===== config.mk =====
export PLATFORM = sky130hd
export DESIGN_NAME = osr_ctrl
export DESIGN_NICKNAME = d
export VERILOG_FILES = /design/src/design/osr_pkg.sv /design/src/design/osr_ctrl.sv
export SDC_FILE = /design/constraint.sdc
export NUM_CORES = 1
export LEC_CHECK = 0
export ABC_CLOCK_PERIOD_IN_PS = 1680
export CORE_MARGIN = 2
export CORE_UTILIZATION = 40
export DETAILED_ROUTE_END_ITERATION = 12
export DONT_BUFFER_PORTS = 1
export PLACE_DENSITY = 0.63
export SETUP_SLACK_MARGIN = 0.15
export SYNTH_ARGS = -nofsm -noshare
export SYNTH_HDL_FRONTEND = slang
export SYNTH_SLANG_ARGS = --single-unit

===== constraint.sdc =====
create_clock -name clk_i -period 1.68 [get_ports clk_i]
set_clock_uncertainty 0.05 [all_clocks]
set_input_delay 0.084 -clock clk_i [delete_from_list [all_inputs] [get_ports clk_i]]
set_output_delay 0.084 -clock clk_i [all_outputs]
set_load 0.005 [all_outputs]

===== src/design/osr_pkg.sv =====
// Shared types, constants and fixed-point helpers for the outline shape rasterizer.
`default_nettype none

package osr_pkg;

  localparam int unsigned IMAGE_SIZE  = 256;
  localparam int unsigned ANGLE_STEPS = 629;

  localparam int unsigned POS_W   = 10;
  localparam int unsigned EXT_W   = 10;
  localparam int unsigned COORD_W = 12;
  localparam int unsigned ROT_W   = 32;
  localparam int unsigned MUL_W   = 64;
  localparam int unsigned C16_W   = 19;
  localparam int unsigned PROD_W  = 30;

  // rotation by 0.01 rad, Q1.30
  localparam logic signed [ROT_W-1:0] COS_STEP = 32'sd1073688137;
  localparam logic signed [ROT_W-1:0] SIN_STEP = 32'sd10737239;
  localparam logic signed [ROT_W-1:0] ONE_Q30  = 32'sd1073741824;

  typedef enum logic [1:0] {
    REQ_RECT,
    REQ_OVAL,
    REQ_READ
  } req_e;

  typedef enum logic [1:0] {
    ST_DRAWN,
    ST_REJECT,
    ST_READ
  } status_e;

  typedef enum logic [3:0] {
    S_CLEAR,
    S_IDLE,
    S_RECT_H,
    S_RECT_V,
    S_OVAL_MUL,
    S_OVAL_RND,
    S_OVAL_LAST,
    S_READ,
    S_RESP
  } state_e;

  typedef struct packed {
    logic load;
    logic clear;
    logic rect_h;
    logic rect_v;
    logic cnt_clr;
    logic oval_mul;
    logic oval_rnd;
    logic oval_plot;
    logic rd;
  } cmd_t;

  typedef struct packed {
    logic clr_last;
    logic pos_ok;
    logic rd_ok;
    logic i_eq_w;
    logic i_eq_h;
    logic k_last;
    logic rd_pix;
  } stat_t;

  // Q1.30 product sum down to Q1.30, half away from zero
  function automatic logic signed [ROT_W-1:0] round_q30(input logic signed [MUL_W-1:0] v);
    logic [MUL_W-1:0] mag;
    logic [MUL_W-1:0] q;
    mag = v[MUL_W-1] ? MUL_W'(-v) : MUL_W'(v);
    q   = (mag + (MUL_W'(1) << 29)) >> 30;
    return v[MUL_W-1] ? ROT_W'(-q) : ROT_W'(q);
  endfunction

  // Q1.30 to Q1.16, half away from zero
  function automatic logic signed [C16_W-1:0] round_q14(input logic signed [ROT_W-1:0] v);
    logic [ROT_W-1:0] mag;
    logic [ROT_W-1:0] q;
    mag = v[ROT_W-1] ? ROT_W'(-v) : ROT_W'(v);
    q   = (mag + (ROT_W'(1) << 13)) >> 14;
    return v[ROT_W-1] ? C16_W'(-q) : C16_W'(q);
  endfunction

  // extent * Q1.16 / 2^17, toward zero
  function automatic logic signed [COORD_W-1:0] trunc_q17(input logic signed [PROD_W-1:0] p);
    logic [PROD_W-1:0] mag;
    logic [PROD_W-1:0] q;
    mag = p[PROD_W-1] ? PROD_W'(-p) : PROD_W'(p);
    q   = mag >> 17;
    return p[PROD_W-1] ? COORD_W'(-q) : COORD_W'(q);
  endfunction

endpackage

`default_nettype wire


===== src/design/osr_ctrl.sv =====
// Controller: request sequencing state machine and result strobe.
`default_nettype none

module osr_ctrl (
  input  wire logic                       clk_i,
  input  wire logic                       rst_ni,
  input  wire logic                       start,
  input  wire logic [1:0]                 req_type_i,
  input  wire osr_pkg::stat_t             stat_i,
  output osr_pkg::cmd_t                   cmd_o,
  output logic                            busy,
  output logic                            done_o,
  output logic [1:0]                      cmd_status_o,
  output logic                            pixel_black_o
);

  osr_pkg::state_e  state_q, state_d;
  osr_pkg::status_e status_q, status_d;

  always_ff @(posedge clk_i or negedge rst_ni) begin
    if (!rst_ni) begin
      state_q  <= osr_pkg::S_CLEAR;
      status_q <= osr_pkg::ST_DRAWN;
    end else begin
      state_q  <= state_d;
      status_q <= status_d;
    end
  end

  always_comb begin
    state_d  = state_q;
    status_d = status_q;
    cmd_o    = '0;
    case (state_q)
      osr_pkg::S_CLEAR: begin
        cmd_o.clear = 1'b1;
        if (stat_i.clr_last) begin
          state_d = osr_pkg::S_IDLE;
        end
      end
      osr_pkg::S_IDLE: begin
        if (start) begin
          cmd_o.load = 1'b1;
          status_d   = osr_pkg::ST_REJECT;
          state_d    = osr_pkg::S_RESP;
          case (osr_pkg::req_e'(req_type_i))
            osr_pkg::REQ_RECT: begin
              if (stat_i.pos_ok) begin
                status_d = osr_pkg::ST_DRAWN;
                state_d  = osr_pkg::S_RECT_H;
              end
            end
            osr_pkg::REQ_OVAL: begin
              if (stat_i.pos_ok) begin
                status_d = osr_pkg::ST_DRAWN;
                state_d  = osr_pkg::S_OVAL_MUL;
              end
            end
            osr_pkg::REQ_READ: begin
              if (stat_i.pos_ok && stat_i.rd_ok) begin
                status_d = osr_pkg::ST_READ;
                state_d  = osr_pkg::S_READ;
              end
            end
            default: begin
              status_d = osr_pkg::ST_REJECT;
            end
          endcase
        end
      end
      osr_pkg::S_RECT_H: begin
        if (stat_i.i_eq_w) begin
          cmd_o.cnt_clr = 1'b1;
          state_d       = osr_pkg::S_RECT_V;
        end else begin
          cmd_o.rect_h = 1'b1;
        end
      end
      osr_pkg::S_RECT_V: begin
        if (stat_i.i_eq_h) begin
          state_d = osr_pkg::S_RESP;
        end else begin
          cmd_o.rect_v = 1'b1;
        end
      end
      osr_pkg::S_OVAL_MUL: begin
        cmd_o.oval_mul  = 1'b1;
        cmd_o.oval_plot = 1'b1;
        state_d         = osr_pkg::S_OVAL_RND;
      end
      osr_pkg::S_OVAL_RND: begin
        cmd_o.oval_rnd = 1'b1;
        state_d = stat_i.k_last ? osr_pkg::S_OVAL_LAST : osr_pkg::S_OVAL_MUL;
      end
      osr_pkg::S_OVAL_LAST: begin
        cmd_o.oval_plot = 1'b1;
        state_d         = osr_pkg::S_RESP;
      end
      osr_pkg::S_READ: begin
        cmd_o.rd = 1'b1;
        state_d  = osr_pkg::S_RESP;
      end
      osr_pkg::S_RESP: begin
        state_d = osr_pkg::S_IDLE;
      end
      default: begin
        state_d = osr_pkg::S_IDLE;
      end
    endcase
  end

  assign busy          = (state_q != osr_pkg::S_IDLE);
  assign done_o        = (state_q == osr_pkg::S_RESP);
  assign cmd_status_o  = done_o ? status_q : 2'b00;
  assign pixel_black_o = done_o && (status_q == osr_pkg::ST_READ) && stat_i.rd_pix;

endmodule

`default_nettype wire


=== After elaboration in Yosys (flattened, before gate mapping) ===
Index checks and enable logic that the tools add are counted.

* Equality and inequality tests: 16
* Muxes and demuxes: 27
* Reduce and logical (&&, ||, !) cells: 10

{| class="wikitable"
|+ Operators by type and width
! operator !! number
|-
| 4-bit 2-to-1 mux || 7
|-
| 4-bit one-hot mux with 7 select lines || 1
|-
| 4-bit by 3-bit equality test with 1-bit output, second input constant || 4
|-
| 1-bit 2-to-1 mux || 14
|-
| 4-bit one-hot mux with 3 select lines || 1
|-
| 4-bit by 2-bit equality test with 1-bit output, second input constant || 2
|-
| 2-bit inequality test, second input constant || 4
|-
| 2-bit 2-to-1 mux || 3
|-
| 2-bit OR reduction || 3
|-
| 2-bit equality test, second input constant || 2
|-
| 4-bit by 1-bit equality test with 1-bit output, second input constant || 1
|-
| 4-bit equality test, second input constant || 1
|-
| 4-bit zero test || 1
|-
| 4-bit by 1-bit inequality test with 1-bit output, second input constant || 1
|-
| 2-bit one-hot mux with 2 select lines || 1
|-
| 4-bit AND reduction || 1
|-
| 1-bit logical AND || 3
|-
| 2-bit by 1-bit equality test with 1-bit output, second input constant || 1
|-
| 2-bit zero test || 1
|-
| 2-bit AND reduction || 1
|}

* Bits in registers: 6
* Input bits: 12
* Output and inout bits: 14
* Logic and storage cells: 55

=== Logic depth before layout (Yosys ltp) ===
* Depth after elaboration: 5
* Depth in mapped cells: 5
* Depth with buffers taken out: 4

=== Worst setup path after synthesis ===
No wires, ideal clock.

* Path kind: register -> register
* Start point: register state_q[1]
* End point: register status_q[1]
* Setup time: 0.125 ns
* Arrival: 1.173 ns
* Data required time: 1.505 ns
* Setup slack: 0.332 ns
* Cell stages (with the launch flop): 5
* Clock period less this slack: 1.348 ns
* Cells stage by stage: dfrtp_1 > nand2b_4 > nor3_2 > nand2_2 > mux2_4

* Longest elaborated chain between the ends: 2

{| class="wikitable"
|+ RTL lines
! what !! line !! source
|-
| start: declaration || osr_ctrl.sv:17 || <nowiki>osr_pkg::state_e state_q, state_d;</nowiki>
|-
| start signal: assignment || osr_ctrl.sv:22 || <nowiki>state_q <= osr_pkg::S_CLEAR;</nowiki>
|-
| start signal: assignment || osr_ctrl.sv:25 || <nowiki>state_q <= state_d;</nowiki>
|-
| 4-bit by 1-bit equality test with 1-bit output || osr_ctrl.sv:34 || <nowiki>case (state_q)</nowiki>
|-
| 2-bit AND reduction (no line) || -- ||
|-
| end signal: assignment || osr_ctrl.sv:23 || <nowiki>status_q <= osr_pkg::ST_DRAWN;</nowiki>
|-
| end signal: assignment || osr_ctrl.sv:26 || <nowiki>status_q <= status_d;</nowiki>
|-
| end: declaration || osr_ctrl.sv:18 || <nowiki>osr_pkg::status_e status_q, status_d;</nowiki>
|}

No other way between the ends.
A chain may end at the register's enable or synchronous reset.

=== Worst setup path after layout ===
* Start point: register state_q[1]
* End point: output port pixel_black_o

* Longest elaborated chain between the ends: 3

{| class="wikitable"
|+ RTL lines
! what !! line !! source
|-
| 4-bit equality test || osr_ctrl.sv:113 || <nowiki>assign done_o = (state_q == osr_pkg::S_RESP);</nowiki>
|-
| named net done_o || osr_ctrl.sv:12 || <nowiki>output logic done_o,</nowiki>
|-
| 1-bit logical AND (2 in a row) || osr_ctrl.sv:115 || <nowiki>assign pixel_black_o = done_o && (status_q == osr_pkg::ST_READ) && stat_i.rd_pix;</nowiki>
|-
| end: declaration || osr_ctrl.sv:14 || <nowiki>output logic pixel_black_o</nowiki>
|}

The timed path passes the listed nets, and every way through them passes these cells.

==> impl_metrics.env <==
export IMPL_comb_power_share_pct=59.5
export IMPL_grt_pass1_vias=427
export IMPL_fin_cells=86
export IMPL_cts_buffers=3
export IMPL_period_share_pct=91.4
export IMPL_areaGrowthSynthToFinish_pct=20.5
export IMPL_worst_slew_pin_slew_ns=0.438
export IMPL_max_slew_margin_pct=70.8
export IMPL_clk_pin_slew_ns=0.05
export IMPL_firstDrtPassIters=4
export IMPL_yosys_register_bits=6
export IMPL_clk_root_buffer_cell="clkbuf_4"
export IMPL_clk_latency_ns=0.25
export IMPL_final_hold_viol_count=0
export IMPL_cts_num_sinks=6
export IMPL_asyncSetResetFlopFracSynth_pct=100
export IMPL_synth_edf_count=0
export IMPL_swShare_pct=41.4
export IMPL_drv_slew=0
export IMPL_cellLeakagePower_nw=0.272
export IMPL_grt_setup_unrepaired="yes"
export IMPL_vias_per_cell=5.60
export IMPL_overflow=0
export IMPL_ctsHtreeMaxLevel=1
export IMPL_rows=12
export IMPL_final_setup_tns_ns=0
export IMPL_endpoint_kind="primary output"
export IMPL_layout_drive_gt1_share_pct=30.6
export IMPL_power_density_mw_per_mm2=1550
export IMPL_worstSetupStartpointType="register"
export IMPL_clock_path_buffers=2
export IMPL_yosysWarnings=0
export IMPL_setup_viol=0
export IMPL_grt_start_max_net_pins=14
export IMPL_seq_power_share_pct=26.8
export IMPL_yosysUniqueCellTypes=30
export IMPL_hold_class="primary input to register"
export IMPL_postRouteAntennaNets=0
export IMPL_place_congestion=0.850
export IMPL_drt_wl_total_mm=1.16
export IMPL_pwr_share_clk_pct=13.7
export IMPL_io_pins=26
export IMPL_grt_pass1_wl_mm=1.78
export IMPL_synth_ff_type="dfrtp_1"
export IMPL_place_inst=76
export IMPL_vias=482
export IMPL_fmaxAchievable_ghz=0.651
export IMPL_fin_crit_ns=1.54
export IMPL_final_util_pct=54.1
export IMPL_synthTopCellsByArea="dfrtp_1 29%, and2_1 4.8%, nor4b_4 4.6%"
export IMPL_die_h_um=40.0
export IMPL_syn_nets=75
export IMPL_path_max_fanout=3
export IMPL_critPathMaxStageDelay_ns=0.41
export IMPL_drtIter0Drc=11
export IMPL_crit_required_ns=1.55
export IMPL_power_internal_uw=570
export IMPL_synth_area_sq_um=519
export IMPL_remaining_drc_errors=0
export IMPL_synth_top_area_share_pct=28.9
export IMPL_die_w_um=40.0
export IMPL_layout_common_cells="7 x buf_4, 6 x nor2_1, 6 x nand2_1"
export IMPL_arrival_ns=1.40
export IMPL_crit_chain="nor4b_4 > and2_4 > and3b_1"
export IMPL_hold_ws_ns=0.00959
export IMPL_layout_commonest_cell="buf_4"
export IMPL_avgSynthCellArea_sq_um=8.24
export IMPL_vdd_drop_max_mv=0.564
export IMPL_port_buffers=0
export IMPL_ys_seq_area_share_pct=28.9
export IMPL_dieArea_sq_mm=0.00160
export IMPL_dpl_hpwl_um=825
export IMPL_drv_cap=0
export IMPL_antenna_found_initial=0
export IMPL_routedWlPerCell_um=13.5
export IMPL_syn_instance_count=63
export IMPL_outcome="completed"
export IMPL_synth_area_leader_cell="dfrtp_1"
export IMPL_core_area_sq_mm=0.00116
export IMPL_cp_slowest_cell="dfrtp_2"
export IMPL_initial_core_util_pct=44.9
export IMPL_antennaDiodeCount=0
export IMPL_cts_tree="done"
export IMPL_grt_use_total_pct=16.9
export IMPL_power_switching_uw=403
export IMPL_crit_type="register to primary output"
export IMPL_fin_nets=86
-- cell usage after synthesis, drive strengths merged, types with 2 or more instances --
cell type	number
a21oi	4
a31oi	2
and2	4
buf	4
dfrtp	6
inv	3
mux2i	2
nand2	7
nand2b	4
nor2	7
nor3	5
nor4	2
o21ai	2
-- repair_timing --
action,in CTS,in global routing
pin swaps,3,2
gates resized for setup,5,1
hold buffers,3,0
endpoints found under the setup margin,3,3
hold endpoints to repair,8,0
setup buffers,4,0
-- state kept, by name, indices dropped and copies added (netlist names) --
name and cells:
status_q 2, state_q 4
-- critical path, delay by kind of cell (launching register included) --
kind / cells / cell delay [ns]
flops: 1 / 0.41
simple gates: 3 / 0.74
-- power groups by stage --
stage	combinational, mW	sequential [mW]	clock (mW)
after floorplan	0.430	0.239	0
final	0.579	0.261	0.133
after global routing	0.641	0.269	0.148
after detailed placement	0.456	0.309	0
after global placement	0.454	0.308	0
after CTS	0.578	0.258	0.137
-- routing by layer --
| metal | global-route usage [%] | wire length [um] | up-vias |
|---|---|---|---|
| li1 | - | - | 249 |
| met1 | 22.0 | 495 | 217 |
| met2 | 25.8 | 579 | 14 |
| met3 | 2.78 | 61 | 2 |
| met4 | 10.3 | 21 | 0 |
| met5 | 0 | 0 | - |
-- kinds of logic (layout without fill, tap and decap cells) --
group	count (synthesis)	count (layout)	synth area share, %
AOI/OAI and AO/OA	12	12	15.7
buffers and inverters	7	16	6.99
DFF	6	6	28.9
muxes	3	3	6.75
and+or+nand+nor	35	35	41.7
-- final timing paths --
path | from | end | slack (ns) | cells after the start
worst max-delay path | state_q[1] | pixel_black_o | 0.14 | 3
worst min-delay path | stat_i[3] | state_q[1] | 0.01 | 3
worst max register to register | state_q[1] | state_q[1] | 0.24 | 5
worst min register to register | status_q[1] | status_q[1] | 0.47 | 1
max in group asynchronous | rst_ni | state_q[2] | 1.26 | 1
min in group asynchronous | rst_ni | state_q[3] | 0.09 | 1
-- metrics by stage --
| stage | total power [mW] | worst slack [ns] | area, sq um |
|---|---|---|---|
| after floorplan | 0.669 | 0.332 | 519 |
| after global placement | 0.762 | 0.180 | 534 |
| after detailed placement | 0.765 | 0.255 | 534 |
| after CTS | 0.973 | 0.149 | 624 |
| after global routing | 1.06 | 0.0785 | 626 |
| final | 0.972 | 0.145 | 626 |
-- final cells by class --
cell class              count  area (sq um)
well taps                  14          17.5
multi-input cells          50           337
repair buffers             10          82.6
clock buffers               3          22.5
flip-flops and latches      6           155
inverters                   3          11.3
fillers                   102           531
Note: power is estimated with default switching activity, not from simulation.
